==> src/rtl/wrsh_pkg.sv <==
// shared types, constants and the weight table of the route selector
`default_nettype none

package wrsh_pkg;

   localparam int NUM_METRICS = 6;
   localparam int METRIC_W    = 8;
   localparam int WEIGHT_W    = 3;
   localparam int SCORE_W     = 11;
   localparam int PRODUCT_W   = METRIC_W + WEIGHT_W - 1;
   localparam int KIND_W      = 8;
   localparam int INTENT_W    = 3;
   localparam int PAYLOAD_W   = 32;
   localparam int MARGIN_W    = 16;
   localparam int CSR_INDEX_W = 2;
   localparam int CSR_DATA_W  = 16;

   localparam logic [METRIC_W-1:0]  METRIC_CAP  = 8'd100;
   localparam logic [PAYLOAD_W-1:0] BULK_BYTES  = 32'd1024;
   localparam logic [SCORE_W-1:0]   BULK_ADJUST = 11'd250;

   // intent codes
   localparam logic [INTENT_W-1:0] INTENT_RELIABLE  = 3'd0;
   localparam logic [INTENT_W-1:0] INTENT_FAST      = 3'd1;
   localparam logic [INTENT_W-1:0] INTENT_LOW_POWER = 3'd2;
   localparam logic [INTENT_W-1:0] INTENT_CRITICAL  = 3'd3;
   localparam logic [INTENT_W-1:0] INTENT_BULK      = 3'd4;

   // register indexes
   localparam logic [CSR_INDEX_W-1:0] CSR_HAS_CURRENT   = 2'd0;
   localparam logic [CSR_INDEX_W-1:0] CSR_CURRENT_KIND  = 2'd1;
   localparam logic [CSR_INDEX_W-1:0] CSR_SWITCH_MARGIN = 2'd2;

   typedef logic [NUM_METRICS-1:0][METRIC_W-1:0] metric_vec_type;
   typedef logic [NUM_METRICS-1:0][WEIGHT_W-1:0] weight_vec_type;

   // one candidate on its way through the scoring cells
   typedef struct packed {
      logic                available;
      logic                last;
      logic [KIND_W-1:0]   kind;
      metric_vec_type      metrics;
      weight_vec_type      weights;
      logic [SCORE_W-1:0]  sum;
   } beat_type;

   // top-two ranking and current link tally
   typedef struct packed {
      logic               best_valid;
      logic [SCORE_W-1:0] best_score;
      logic [KIND_W-1:0]  best_kind;
      logic               second_valid;
      logic [SCORE_W-1:0] second_score;
      logic [KIND_W-1:0]  second_kind;
      logic               cur_found;
      logic [SCORE_W-1:0] cur_score;
      logic               cur_is_best;
   } tally_type;

   // element 0 is reliability, element 5 confidence
   function automatic weight_vec_type weight_row(input logic [INTENT_W-1:0] intent);
      weight_vec_type row;
      unique case (intent)
         INTENT_FAST:      row = {3'd2, 3'd1, 3'd1, 3'd4, 3'd4, 3'd2};
         INTENT_LOW_POWER: row = {3'd2, 3'd3, 3'd5, 3'd1, 3'd1, 3'd2};
         INTENT_CRITICAL:  row = {3'd4, 3'd1, 3'd1, 3'd1, 3'd1, 3'd5};
         INTENT_BULK:      row = {3'd2, 3'd2, 3'd1, 3'd5, 3'd2, 3'd2};
         default:          row = {3'd3, 3'd1, 3'd1, 3'd1, 3'd1, 3'd4};
      endcase
      return row;
   endfunction

endpackage

`default_nettype wire

==> src/rtl/wrsh_cell.sv <==
// one scoring cell: adds one clamped, weighted metric and hands the beat on
`default_nettype none

module wrsh_cell (
   input  wire logic                clock,
   input  wire logic                reset,
   input  wire logic                in_valid,
   input  wire wrsh_pkg::beat_type  in_beat,
   output logic                     in_ready,
   output logic                     out_valid,
   output wrsh_pkg::beat_type       out_beat,
   input  wire logic                out_ready
);

   logic                           valid_ff;
   logic                           valid_in;
   wrsh_pkg::beat_type             beat_ff;
   wrsh_pkg::beat_type             beat_in;
   logic [wrsh_pkg::METRIC_W-1:0]  metric_clamped;
   logic [wrsh_pkg::PRODUCT_W-1:0] product;

   assign in_ready = !valid_ff || out_ready;

   always_comb begin
      metric_clamped = (in_beat.metrics[0] > wrsh_pkg::METRIC_CAP) ?
                       wrsh_pkg::METRIC_CAP : in_beat.metrics[0];
      product = wrsh_pkg::PRODUCT_W'(metric_clamped) *
                wrsh_pkg::PRODUCT_W'(in_beat.weights[0]);
      beat_in         = in_beat;
      // next cell always works on element 0
      beat_in.metrics = in_beat.metrics >> wrsh_pkg::METRIC_W;
      beat_in.weights = in_beat.weights >> wrsh_pkg::WEIGHT_W;
      beat_in.sum     = in_beat.sum + wrsh_pkg::SCORE_W'(product);
   end

   assign valid_in = in_ready ? in_valid : valid_ff;

   always_ff @(posedge clock) begin
      if (reset) begin
         valid_ff <= 1'b0;
      end else begin
         valid_ff <= valid_in;
      end
   end

   always_ff @(posedge clock) begin
      if (in_ready && in_valid) begin
         beat_ff <= beat_in;
      end
   end

   assign out_valid = valid_ff;
   assign out_beat  = beat_ff;

endmodule

`default_nettype wire

==> src/rtl/wrsh_rank.sv <==
// best and second-best ranking with current link tracking, cleared per batch
`default_nettype none

module wrsh_rank (
   input  wire logic                        clock,
   input  wire logic                        reset,
   input  wire logic                        in_valid,
   input  wire wrsh_pkg::beat_type          in_beat,
   output logic                             in_ready,
   input  wire logic                        has_current,
   input  wire logic [wrsh_pkg::KIND_W-1:0] current_kind,
   input  wire logic                        fin_free,
   output logic                             fin_load,
   output wrsh_pkg::tally_type              fin_tally
);

   wrsh_pkg::tally_type           tally_ff;
   wrsh_pkg::tally_type           tally_in;
   wrsh_pkg::tally_type           upd;
   logic [wrsh_pkg::SCORE_W-1:0]  score;
   logic                          cur_hit;
   logic                          above_best;
   logic                          above_second;
   logic                          take;

   // only the closing beat of a batch needs room in the finish stage
   assign in_ready = !in_beat.last || fin_free;
   assign take     = in_valid && in_ready;

   always_comb begin
      // sum carries a bias of one bulk adjustment; remove it and clamp at zero
      score = (in_beat.sum >= wrsh_pkg::BULK_ADJUST) ?
              in_beat.sum - wrsh_pkg::BULK_ADJUST : '0;
      cur_hit = has_current && (in_beat.kind == current_kind);
      above_best = (score > tally_ff.best_score) ||
                   ((score == tally_ff.best_score) && (in_beat.kind < tally_ff.best_kind));
      above_second = (score > tally_ff.second_score) ||
                     ((score == tally_ff.second_score) &&
                      (in_beat.kind < tally_ff.second_kind));
      upd = tally_ff;
      if (in_beat.available) begin
         if (!tally_ff.best_valid || above_best) begin
            if (tally_ff.best_valid) begin
               upd.second_valid = 1'b1;
               upd.second_score = tally_ff.best_score;
               upd.second_kind  = tally_ff.best_kind;
            end
            upd.best_valid  = 1'b1;
            upd.best_score  = score;
            upd.best_kind   = in_beat.kind;
            upd.cur_is_best = cur_hit;
         end else begin
            if (cur_hit) begin
               upd.cur_is_best = 1'b0;
            end
            if (!tally_ff.second_valid || above_second) begin
               upd.second_valid = 1'b1;
               upd.second_score = score;
               upd.second_kind  = in_beat.kind;
            end
         end
         if (cur_hit) begin
            upd.cur_found = 1'b1;
            upd.cur_score = score;
         end
      end
   end

   always_comb begin
      tally_in = tally_ff;
      if (take) begin
         tally_in = in_beat.last ? '0 : upd;
      end
   end

   always_ff @(posedge clock) begin
      if (reset) begin
         tally_ff <= '0;
      end else begin
         tally_ff <= tally_in;
      end
   end

   assign fin_load  = take && in_beat.last;
   assign fin_tally = upd;

endmodule

`default_nettype wire

==> src/rtl/weighted_route_selector_hysteresis_core.sv <==
// top level: scoring cell chain, ranking, hysteresis pick and result register
`default_nettype none

// Takes one candidate link per cycle while req_stall is low, and gives one
// result beat for each batch, on the candidate marked last. A candidate
// walks through a row of six registered scoring cells, each adding one
// clamped metric times its intent weight; the ranking stage then folds it
// into the registered best/second-best tally, which is what lets it take
// one candidate per clock. After the last candidate is taken, it passes
// five more cells, ranking loads the finish stage and the hysteresis pick
// loads the output register. Stalls on the result side hold nothing back
// until a candidate marked last reaches the ranking stage while the finish
// stage still holds a tally that the output register cannot take; that
// candidate then waits there and the cells behind it wait with it.
// Registers are to be written only while no batch is in flight.
module weighted_route_selector_hysteresis_core (
   input  wire logic                              clock,
   input  wire logic                              reset,
   input  wire logic                              csr_wen,
   input  wire logic [wrsh_pkg::CSR_INDEX_W-1:0]  csr_index,
   input  wire logic [wrsh_pkg::CSR_DATA_W-1:0]   csr_wdata,
   input  wire logic                              req_valid,
   output logic                                   req_stall,
   input  wire logic [7:0]                        req_reliability,
   input  wire logic [7:0]                        req_latency_quality,
   input  wire logic [7:0]                        req_throughput,
   input  wire logic [7:0]                        req_energy_efficiency,
   input  wire logic [7:0]                        req_airtime_efficiency,
   input  wire logic [7:0]                        req_confidence,
   input  wire logic                              req_available,
   input  wire logic                              req_bulk_capable,
   input  wire logic [7:0]                        req_candidate_kind,
   input  wire logic [2:0]                        req_intent,
   input  wire logic [31:0]                       req_payload_bytes,
   input  wire logic                              req_last,
   output logic                                   rsp_valid,
   input  wire logic                              rsp_stall,
   output logic                                   rsp_has_primary,
   output logic [7:0]                             rsp_primary_kind,
   output logic [10:0]                            rsp_primary_score,
   output logic                                   rsp_has_backup,
   output logic [7:0]                             rsp_backup_kind,
   output logic [10:0]                            rsp_backup_score
);

   localparam int NUM_CELLS = wrsh_pkg::NUM_METRICS;
   localparam int MARGIN_SUM_W = wrsh_pkg::MARGIN_W + 1;

   // configuration registers
   logic                            has_current_ff;
   logic                            has_current_in;
   logic [wrsh_pkg::KIND_W-1:0]     current_kind_ff;
   logic [wrsh_pkg::KIND_W-1:0]     current_kind_in;
   logic [wrsh_pkg::MARGIN_W-1:0]   margin_ff;
   logic [wrsh_pkg::MARGIN_W-1:0]   margin_in;

   always_comb begin
      has_current_in  = has_current_ff;
      current_kind_in = current_kind_ff;
      margin_in       = margin_ff;
      if (csr_wen) begin
         unique case (csr_index)
            wrsh_pkg::CSR_HAS_CURRENT:   has_current_in  = csr_wdata[0];
            wrsh_pkg::CSR_CURRENT_KIND:  current_kind_in = csr_wdata[wrsh_pkg::KIND_W-1:0];
            wrsh_pkg::CSR_SWITCH_MARGIN: margin_in       = csr_wdata;
            default: ;
         endcase
      end
   end

   always_ff @(posedge clock) begin
      if (reset) begin
         has_current_ff  <= 1'b0;
         current_kind_ff <= '0;
         margin_ff       <= '0;
      end else begin
         has_current_ff  <= has_current_in;
         current_kind_ff <= current_kind_in;
         margin_ff       <= margin_in;
      end
   end

   // entry beat: weight row lookup and bulk adjustment folded into the start sum
   wrsh_pkg::beat_type entry_beat;
   logic               bulk;

   always_comb begin
      bulk = (req_intent == wrsh_pkg::INTENT_BULK) ||
             (req_payload_bytes >= wrsh_pkg::BULK_BYTES);
      entry_beat.available = req_available;
      entry_beat.last      = req_last;
      entry_beat.kind      = req_candidate_kind;
      entry_beat.metrics   = {req_confidence, req_airtime_efficiency,
                              req_energy_efficiency, req_throughput,
                              req_latency_quality, req_reliability};
      entry_beat.weights   = wrsh_pkg::weight_row(req_intent);
      // biased by one adjustment so a penalty never goes below zero
      if (!bulk) begin
         entry_beat.sum = wrsh_pkg::BULK_ADJUST;
      end else if (req_bulk_capable) begin
         entry_beat.sum = wrsh_pkg::BULK_ADJUST + wrsh_pkg::BULK_ADJUST;
      end else begin
         entry_beat.sum = '0;
      end
   end

   // scoring cell chain
   wrsh_pkg::beat_type chain_beat  [NUM_CELLS+1];
   logic               chain_valid [NUM_CELLS+1];
   logic               chain_ready [NUM_CELLS+1];

   assign chain_beat[0]  = entry_beat;
   assign chain_valid[0] = req_valid;
   assign req_stall      = !chain_ready[0];

   for (genvar g = 0; g < NUM_CELLS; g++) begin : g_cell
      wrsh_cell u_cell (
         .clock     (clock),
         .reset     (reset),
         .in_valid  (chain_valid[g]),
         .in_beat   (chain_beat[g]),
         .in_ready  (chain_ready[g]),
         .out_valid (chain_valid[g+1]),
         .out_beat  (chain_beat[g+1]),
         .out_ready (chain_ready[g+1])
      );
   end

   // ranking
   logic                fin_valid_ff;
   logic                fin_valid_in;
   wrsh_pkg::tally_type fin_tally_ff;
   wrsh_pkg::tally_type fin_tally;
   logic                fin_free;
   logic                fin_load;
   logic                rsp_valid_ff;
   logic                rsp_valid_in;
   logic                rsp_free;

   wrsh_rank u_rank (
      .clock        (clock),
      .reset        (reset),
      .in_valid     (chain_valid[NUM_CELLS]),
      .in_beat      (chain_beat[NUM_CELLS]),
      .in_ready     (chain_ready[NUM_CELLS]),
      .has_current  (has_current_ff),
      .current_kind (current_kind_ff),
      .fin_free     (fin_free),
      .fin_load     (fin_load),
      .fin_tally    (fin_tally)
   );

   // finish stage holds the closing tally of a batch
   assign rsp_free     = !rsp_valid_ff || !rsp_stall;
   assign fin_free     = !fin_valid_ff || rsp_free;
   assign fin_valid_in = fin_load || (fin_valid_ff && !rsp_free);

   always_ff @(posedge clock) begin
      if (reset) begin
         fin_valid_ff <= 1'b0;
      end else begin
         fin_valid_ff <= fin_valid_in;
      end
   end

   always_ff @(posedge clock) begin
      if (fin_load) begin
         fin_tally_ff <= fin_tally;
      end
   end

   // hysteresis pick
   logic [MARGIN_SUM_W-1:0] cur_plus_margin;
   logic                    keep_current;
   logic                    has_primary_in;
   logic [7:0]              primary_kind_in;
   logic [10:0]             primary_score_in;
   logic                    has_backup_in;
   logic [7:0]              backup_kind_in;
   logic [10:0]             backup_score_in;

   always_comb begin
      cur_plus_margin = MARGIN_SUM_W'(fin_tally_ff.cur_score) + MARGIN_SUM_W'(margin_ff);
      keep_current = fin_tally_ff.cur_found && !fin_tally_ff.cur_is_best &&
                     (MARGIN_SUM_W'(fin_tally_ff.best_score) < cur_plus_margin);
      has_primary_in   = 1'b0;
      primary_kind_in  = '0;
      primary_score_in = '0;
      has_backup_in    = 1'b0;
      backup_kind_in   = '0;
      backup_score_in  = '0;
      if (fin_tally_ff.best_valid) begin
         has_primary_in = 1'b1;
         if (keep_current) begin
            primary_kind_in  = current_kind_ff;
            primary_score_in = fin_tally_ff.cur_score;
            has_backup_in    = 1'b1;
            backup_kind_in   = fin_tally_ff.best_kind;
            backup_score_in  = fin_tally_ff.best_score;
         end else begin
            primary_kind_in  = fin_tally_ff.best_kind;
            primary_score_in = fin_tally_ff.best_score;
            if (fin_tally_ff.second_valid) begin
               has_backup_in   = 1'b1;
               backup_kind_in  = fin_tally_ff.second_kind;
               backup_score_in = fin_tally_ff.second_score;
            end
         end
      end
   end

   // result register
   logic        has_primary_ff;
   logic [7:0]  primary_kind_ff;
   logic [10:0] primary_score_ff;
   logic        has_backup_ff;
   logic [7:0]  backup_kind_ff;
   logic [10:0] backup_score_ff;
   logic        rsp_load;

   assign rsp_load     = fin_valid_ff && rsp_free;
   assign rsp_valid_in = rsp_load || (rsp_valid_ff && rsp_stall);

   always_ff @(posedge clock) begin
      if (reset) begin
         rsp_valid_ff <= 1'b0;
      end else begin
         rsp_valid_ff <= rsp_valid_in;
      end
   end

   always_ff @(posedge clock) begin
      if (rsp_load) begin
         has_primary_ff   <= has_primary_in;
         primary_kind_ff  <= primary_kind_in;
         primary_score_ff <= primary_score_in;
         has_backup_ff    <= has_backup_in;
         backup_kind_ff   <= backup_kind_in;
         backup_score_ff  <= backup_score_in;
      end
   end

   assign rsp_valid         = rsp_valid_ff;
   assign rsp_has_primary   = has_primary_ff;
   assign rsp_primary_kind  = primary_kind_ff;
   assign rsp_primary_score = primary_score_ff;
   assign rsp_has_backup    = has_backup_ff;
   assign rsp_backup_kind   = backup_kind_ff;
   assign rsp_backup_score  = backup_score_ff;

`ifndef SYNTHESIS
   a_fin_no_overwrite: assert property (@(posedge clock) disable iff (reset)
      fin_load |-> (!fin_valid_ff || rsp_free))
      else $error("finish stage loaded while holding an undelivered tally");

   a_empty_result_zero: assert property (@(posedge clock) disable iff (reset)
      (rsp_valid && !rsp_has_primary) |->
         (rsp_primary_kind == 8'd0 && rsp_primary_score == 11'd0 && !rsp_has_backup))
      else $error("result without primary carries nonzero fields");

   a_backup_needs_primary: assert property (@(posedge clock) disable iff (reset)
      (rsp_valid && rsp_has_backup) |-> rsp_has_primary)
      else $error("backup reported without a primary");

   a_result_from_finish: assert property (@(posedge clock) disable iff (reset)
      $rose(rsp_valid_ff) |-> $past(fin_valid_ff))
      else $error("result raised without a finished tally");
`endif

endmodule

`default_nettype wire
==> config.mk <==
export PLATFORM = sky130hd
export DESIGN_NAME = weighted_route_selector_hysteresis_core
export DESIGN_NICKNAME = d
export VERILOG_FILES = /design/src/rtl/wrsh_pkg.sv /design/src/rtl/wrsh_cell.sv /design/src/rtl/wrsh_rank.sv /design/src/rtl/weighted_route_selector_hysteresis_core.sv
export SDC_FILE = /design/constraint.sdc
export NUM_CORES = 1
export LEC_CHECK = 0
export ABC_AREA = 0
export BUFFER_PORTS_ARGS = -buffer_cell sky130_fd_sc_hd__buf_2
export CAP_MARGIN = 20
export CORE_MARGIN = 5
export CORE_UTILIZATION = 57
export DETAILED_ROUTE_END_ITERATION = 12
export HOLD_SLACK_MARGIN = 0.02
export PLACE_DENSITY = 0.78
export SETUP_SLACK_MARGIN = 0.15
export SLEW_MARGIN = 20
export SYNTH_ARGS = -nofsm -noshare
export SYNTH_HDL_FRONTEND = slang
export SYNTH_HIERARCHICAL = 1
export SYNTH_SLANG_ARGS = --single-unit
export TNS_END_PERCENT = 30
==> constraint.sdc <==
create_clock -name clock -period 4.5 [get_ports clock]
set_input_delay 0.675 -clock clock [delete_from_list [all_inputs] [get_ports clock]]
set_output_delay 0.675 -clock clock [all_outputs]
set_load 0.01 [all_outputs]
==> results of run 1 <==
==> routing by layer <==
layer,track usage [%],routed length [µm],vias to the layer above
met5,0,0,-
met4,9.98,2850,0
met3,3.50,3400,156
met2,41.0,30900,655
met1,27.1,23600,9266
li1,-,-,9287
==> worst max-delay path, delay by kind of cell, from the launching register on <==
kind / cells / cell delay, ns
AO/OA/AOI/OAI: 5 / 1.23
adder cells (fa/ha/maj): 3 / 1.13
AND/OR/NAND/NOR: 5 / 0.86
flip-flops: 1 / 0.42
buffers and inverters: 2 / 0.22
XOR/XNOR: 1 / 0.19
==> where the power goes <==
part           total [mW]  switching, mW  internal, mW
Combinational        1.78          0.963         0.817
Clock                3.90           1.70          2.19
Sequential           4.97         0.0764          4.90
==> metrics by stage <==
stage,util [%],setup TNS [ns]
5_1_grt,66.8,0
3_5_place_dp,61.5,-1.60
3_3_place_gp,61.5,-0.200
6_report,66.8,0
2_1_floorplan,-,0
4_1_cts,65.1,0
==> state kept, by name, summed over array words and instances (netlist names) <==
| signal | count |
|---|---|
| g_cell.u_cell/out_valid | 6 |
| current_kind_ff | 8 |
| margin_ff | 16 |
| rsp_has_backup | 1 |
| u_rank/tally_ff | 53 |
| rsp_primary_score | 11 |
| rsp_backup_kind | 8 |
| fin_valid_ff | 1 |
| rsp_valid | 1 |
| rsp_primary_kind | 8 |
| has_current_ff | 1 |
| rsp_has_primary | 1 |
| g_cell.u_cell/out_beat | 291 |
| fin_tally_ff | 53 |
| rsp_backup_score | 11 |
==> cell usage in the layout (no fill, tap or decap), types with 21 or more instances in the layout <==
| cell | instances |
|---|---|
| o21ai_0 | 101 |
| xnor2_1 | 48 |
| o31ai_1 | 44 |
| dfxtp_1 | 86 |
| a21oi_2 | 24 |
| ha_1 | 164 |
| mux2i_1 | 29 |
| conb_1 | 22 |
| or3_1 | 21 |
| buf_4 | 110 |
| nor2_1 | 120 |
| edfxtp_1 | 384 |
| xor2_1 | 46 |
| buf_2 | 148 |
| a21oi_1 | 122 |
| a22oi_1 | 29 |
| a21o_1 | 45 |
| nand2_1 | 161 |
| fa_1 | 43 |
| inv_1 | 177 |
| nor3_1 | 40 |
| and3_1 | 44 |
| nand2b_1 | 24 |
| clkbuf_16 | 50 |
| nand3_1 | 82 |
| o221ai_1 | 25 |
==> timing repair <==
action / CTS / global route
pin swaps: 4 / 53
gates resized for setup: 15 / 132
setup buffers: 3 / 28
endpoints found under the setup margin: 34 / 127
==> layout make-up <==
type	instances	area, µm²
clock buffer	62	1340
clock inverter	29	240
fill	3324	15300
inverter	179	672
multi-input combinational	1628	12900
sequential	470	13300
tap	607	759
timing repair buffer	271	1750
==> worst paths after layout <==
kind                                                       to  slack (ns)  depth (start not counted)                           from
worst min-delay path            g_cell[0].u_cell/out_beat[46]        0.25                          1       req_energy_efficiency[1]
worst max register to register  g_cell[3].u_cell/out_beat[10]        0.19                         16  g_cell[2].u_cell/out_beat[30]
worst min register to register  g_cell[1].u_cell/out_beat[35]        0.40                          0  g_cell[0].u_cell/out_beat[43]
worst max-delay path            g_cell[3].u_cell/out_beat[10]        0.19                         16  g_cell[2].u_cell/out_beat[30]
==> impl_results.md, run 1 <==
- Run status: finished, final reports clean
- Place WS: -0.213 ns
- Row cnt: 79
- Fin area: 30900 µm²
- Pins Over Slew Limit: 0
- ANT cells: 0
- CP max-delay cell: fa_1
- DR vias/cell: 5.97
- Dpl cell area: 28400 µm²
- Kind of critical path: flip-flop to flip-flop
- Initial Utilization: 57.3%
- Total track usage: 22.8%
- Synthesized area: 26500 µm²
- Power per Cell Area: 344 nW/µm²
- DRT iter0 DRCs: 1628
- Power Total: 10.7 mW
- DRC Markers: 0
- Antenna-violating nets left: 0
- Die H: 226 µm
- WP data arrival: 4.66 ns
- Synthesis-to-finish area growth: 16.7%
- Dpl cells: 3123
- Crit start category: flip-flop
- Core ar.: 46300 µm²
- CTS root buffer: clkbuf_16
- CTS Hold Bufs: 0
- Synth Warn #: 6
- Clock skew: 0.0307 ns
- Worst Path Required: 4.85 ns
- Routability cong.: 0.963
- Final worst slack: 0.185 ns
- Max-slew headroom: 30.2%
- Final Cycle Share: 95.9%
- Clk buf depth: 3
- Finished Layout Cells: 3246
- Die width: 226 µm
- CP Capture Type: flip-flop
- Final net count: 2941
- Peak Freq: 232 MHz
- Final Hold Vio Count: 0
- RSZ-0062 raised after global routing: yes
- Global-route wire length before repair: 94700 µm
- Worst-Margin Slew: 1.05 ns
- Drt wl/cell: 18.7 µm
- Hold crit path type: primary input to flip-flop
- CTS clk-pin slew, worst paths: 0.06 ns
- CTS tree: built
- Vias in the first global route: 19142
- Cells after synthesis: 2355
- Die area: 50900 µm²
- Crit-path max FO: 7
- Pleak: 12.2 nW
- Pin count of the biggest net entering global routing: 79
- Hold_ws: 0.246 ns
- Clock Latency Late Sink: 0.60 ns
- Number of H-tree levels: 2
- # clock sinks: 470
- Endpoints failing setup: 0
- Dpl hpwl: 43600 µm
- I/O Buffers: 148
- CP Cell Sequence: o21ai_2, nand2_2, a31oi_4, buf_6, nand3_2, fa_1, inv_2, ha_4, a21oi_2, o21bai_1, xor2_1, ha_1, and3_4, a2111oi_4, nor3_1, or3_1
- I/O pin count: 159
- CTS buffer count: 49
- Layout cells sized above 1: 20.5%
- DR pass1 iterations: 6
- Vias: 19364
- Initial antenna violation count: 0
- Syn Area/Cell: 11.2 µm²
- Min Tclk post-route: 4.31 ns
- Grt total ovfl: 0
- CP max stage delay: 0.57 ns
- Max IR drop VDD: 340 µV
- Maxcap violations: 0
- WL final: 60700 µm
Power figures use the tool's default switching activity.
==> run 2, diff against run 1 <==
Settings changed: CORE_UTILIZATION 57 to 55, PLACE_DENSITY 0.78 to 0.76.
==> impl_results.md, run 2 (same netlist as run 1, synthesis figures left out) <==
- Run status: finished, final reports clean
- I/O pin count: 159
- Drt wl/cell: 18.2 µm
- Final Cycle Share: 94.5%
- Worst Path Required: 4.82 ns
- CTS clk-pin slew, worst paths: 0.06 ns
- Grt total ovfl: 0
- Pins Over Slew Limit: 0
- RR Endpoint: g_cell[1].u_cell/out_beat[10]
- DR pass1 iterations: 8
- Finished Layout Cells: 3249
- DRT iter0 DRCs: 1635
- Worst Min Path Start: req_confidence[4]
- Die width: 229 µm
- Sw Pwr: 2.78 mW
- Hold_ws: 0.260 ns
- Global-route wire length before repair: 93800 µm
- Commonest non-fill, non-tap cell in the layout: edfxtp_1
- Dpl cell area: 28400 µm²
- CP max stage delay: 0.54 ns
- Layout cells sized above 1: 21.1%
- CP Capture Type: flip-flop
- Pleak: 12.3 nW
- Internal power: 8.44 mW
- DRC Markers: 0
- # clock sinks: 470
- Row cnt: 80
- Die H: 229 µm
- CTS tree: built
- Hold path cells: 1
- Antenna-violating nets left: 0
- Max IR drop VDD: 402 µV
- Maxcap violations: 0
- RSZ-0062 raised after global routing: yes
- Place WS: -0.227 ns
- R2r worst-path depth: 17
- Core ar.: 47600 µm²
- Number of H-tree levels: 2
- Synthesis-to-finish area growth: 18.1%
- I/O Buffers: 148
- Min Tclk post-route: 4.25 ns
- Reg-to-reg startpoint: g_cell[0].u_cell/out_beat[30]
- CTS root buffer: clkbuf_16
- Layout fillers: 3542
- Final Hold Vio Count: 0
- Fin area: 31300 µm²
- Initial Utilization: 55.6%
- Die area: 52700 µm²
- Crit-path max FO: 5
- Power per Cell Area: 359 nW/µm²
- Final worst slack: 0.249 ns
- Initial antenna violation count: 0
- Kind of critical path: flip-flop to flip-flop
- ANT cells: 0
- CTS Hold Bufs: 0
- Clock skew: 0.0271 ns
- Crit start category: flip-flop
- R2r setup slk: 0.25 ns
- Dpl cells: 3118
- Routability cong.: 0.938
- Dpl hpwl: 42300 µm
- WP data arrival: 4.57 ns
- Max reg flops: 291
- DR vias/cell: 5.93
- Clk buf depth: 3
- CP Cell Sequence: o21ai_1, nand2_1, a31oi_4, buf_6, nand3_1, fa_1, inv_1, ha_4, nand3_1, o211ai_1, nor2_1, xnor2_2, ha_1, a21o_1, a21oi_1, o221ai_1, or3_1
- Gate power share: 16.2%
- Seq pwr share: 44.3%
- Switching Fraction: 24.8%
- Hold crit path type: primary input to flip-flop
- Worst-Margin Slew: 1.05 ns
- Clock Latency Late Sink: 0.60 ns
- CP most frequent cell: nand3_1
- Clock share of power: 39.5%
- WL final: 59100 µm
- Total track usage: 21.3%
- Final net count: 2935
- Pin count of the biggest net entering global routing: 79
- Vias: 19273
- Peak Freq: 235 MHz
- Commonest cells after routing, fill and taps aside: edfxtp_1, inv_1, nand2_1
- Vias in the first global route: 18884
- Hold worst-path end: g_cell[0].u_cell/out_beat[65]
- Max-slew headroom: 29.5%
- Endpoints failing setup: 0
- CP max-delay cell: fa_1
- CTS buffer count: 50
## run 2: cell types whose count changed in the layout (fill, tap and decap cells not counted), moves of 4 or more
cell and delta:
buf_4 -7, o21ai_1 +6, ha_1 -4, o311ai_4 +4
clkinv_2 -5, clkinvlp_4 +4, bufinv_16 +10, o31ai_2 +4
clkbuf_8 -4, o31ai_1 -4, o311ai_2 +9, o311ai_1 -10
o21ai_0 -4
## run 2: area by class of cell
type	count	area (µm²)	area share, %
tap	615	769	2.46
clock inverter	35	507	1.62
clock buffer	58	1280	4.10
multi-input combinational	1628	13100	41.8
sequential	470	13300	42.4
timing repair buffer	264	1740	5.55
inverter	179	672	2.15
## run 2: timing repair
action                                  4_1_cts  5_1_grt
cloned                                        0        2
pin swaps                                     1       38
buffers inserted                              2       32
endpoints found under the setup margin       27      133
resized for setup                            12      159
## run 2: worst max path at each step
| stage | from | slack, ns | end |
|---|---|---|---|
| 2_1_floorplan | req_intent[2] | 0.17 | g_cell[0].u_cell/out_beat[10] |
| 3_3_place_gp | req_reliability[0] | -0.10 | g_cell[0].u_cell/out_beat[8] |
| 3_5_place_dp | req_intent[2] | -0.23 | g_cell[0].u_cell/out_beat[10] |
| 4_1_cts | g_cell[3].u_cell/out_beat[30] | 0.06 | g_cell[4].u_cell/out_beat[10] |
| 5_1_grt | g_cell[4].u_cell/out_beat[30] | 0.05 | g_cell[5].u_cell/out_beat[10] |
| 6_report | g_cell[0].u_cell/out_beat[30] | 0.25 | g_cell[1].u_cell/out_beat[10] |
## run 2: per-stage QoR
| stage | power, mW | setup TNS (ns) | util (%) |
|---|---|---|---|
| finish | 11.2 | 0 | 65.7 |
| global route | 11.7 | 0 | 65.7 |
| CTS | 11.1 | 0 | 63.4 |
| detailed placement | 6.64 | -0.633 | 59.5 |
| global placement | 6.57 | -0.268 | 59.5 |
| floorplan | 6.20 | 0 | - |
## run 2: layer usage
metal  up-vias  global-route usage [%]  share of wire, %
met5         -                       0                 0
li1       9265                       -                 -
met4         0                    8.27               4.0
met1      9241                    26.2                40
met3       143                    3.06               5.3
met2       624                    38.1                50
## run 2: critical path, delay by kind of cell (launching register included)
kind | cells | cell delay, ns
xor gates and xnor gates | 1 | 0.21
buffers and inverters | 2 | 0.20
DFF | 1 | 0.39
AOI/OAI and AO/OA | 6 | 1.28
and+or+nand+nor | 5 | 0.75
adders and majority gates | 3 | 1.14
## run 2: power by group through the flow
stage | Clock, mW | Sequential [mW] | Combinational (mW)
after floorplan | 0 | 5.03 | 1.17
final | 4.43 | 4.97 | 1.82
after global placement | 0 | 5.05 | 1.52
after global routing | 4.73 | 4.98 | 2.01
after CTS | 4.54 | 4.97 | 1.62
after detailed placement | 0 | 5.06 | 1.58
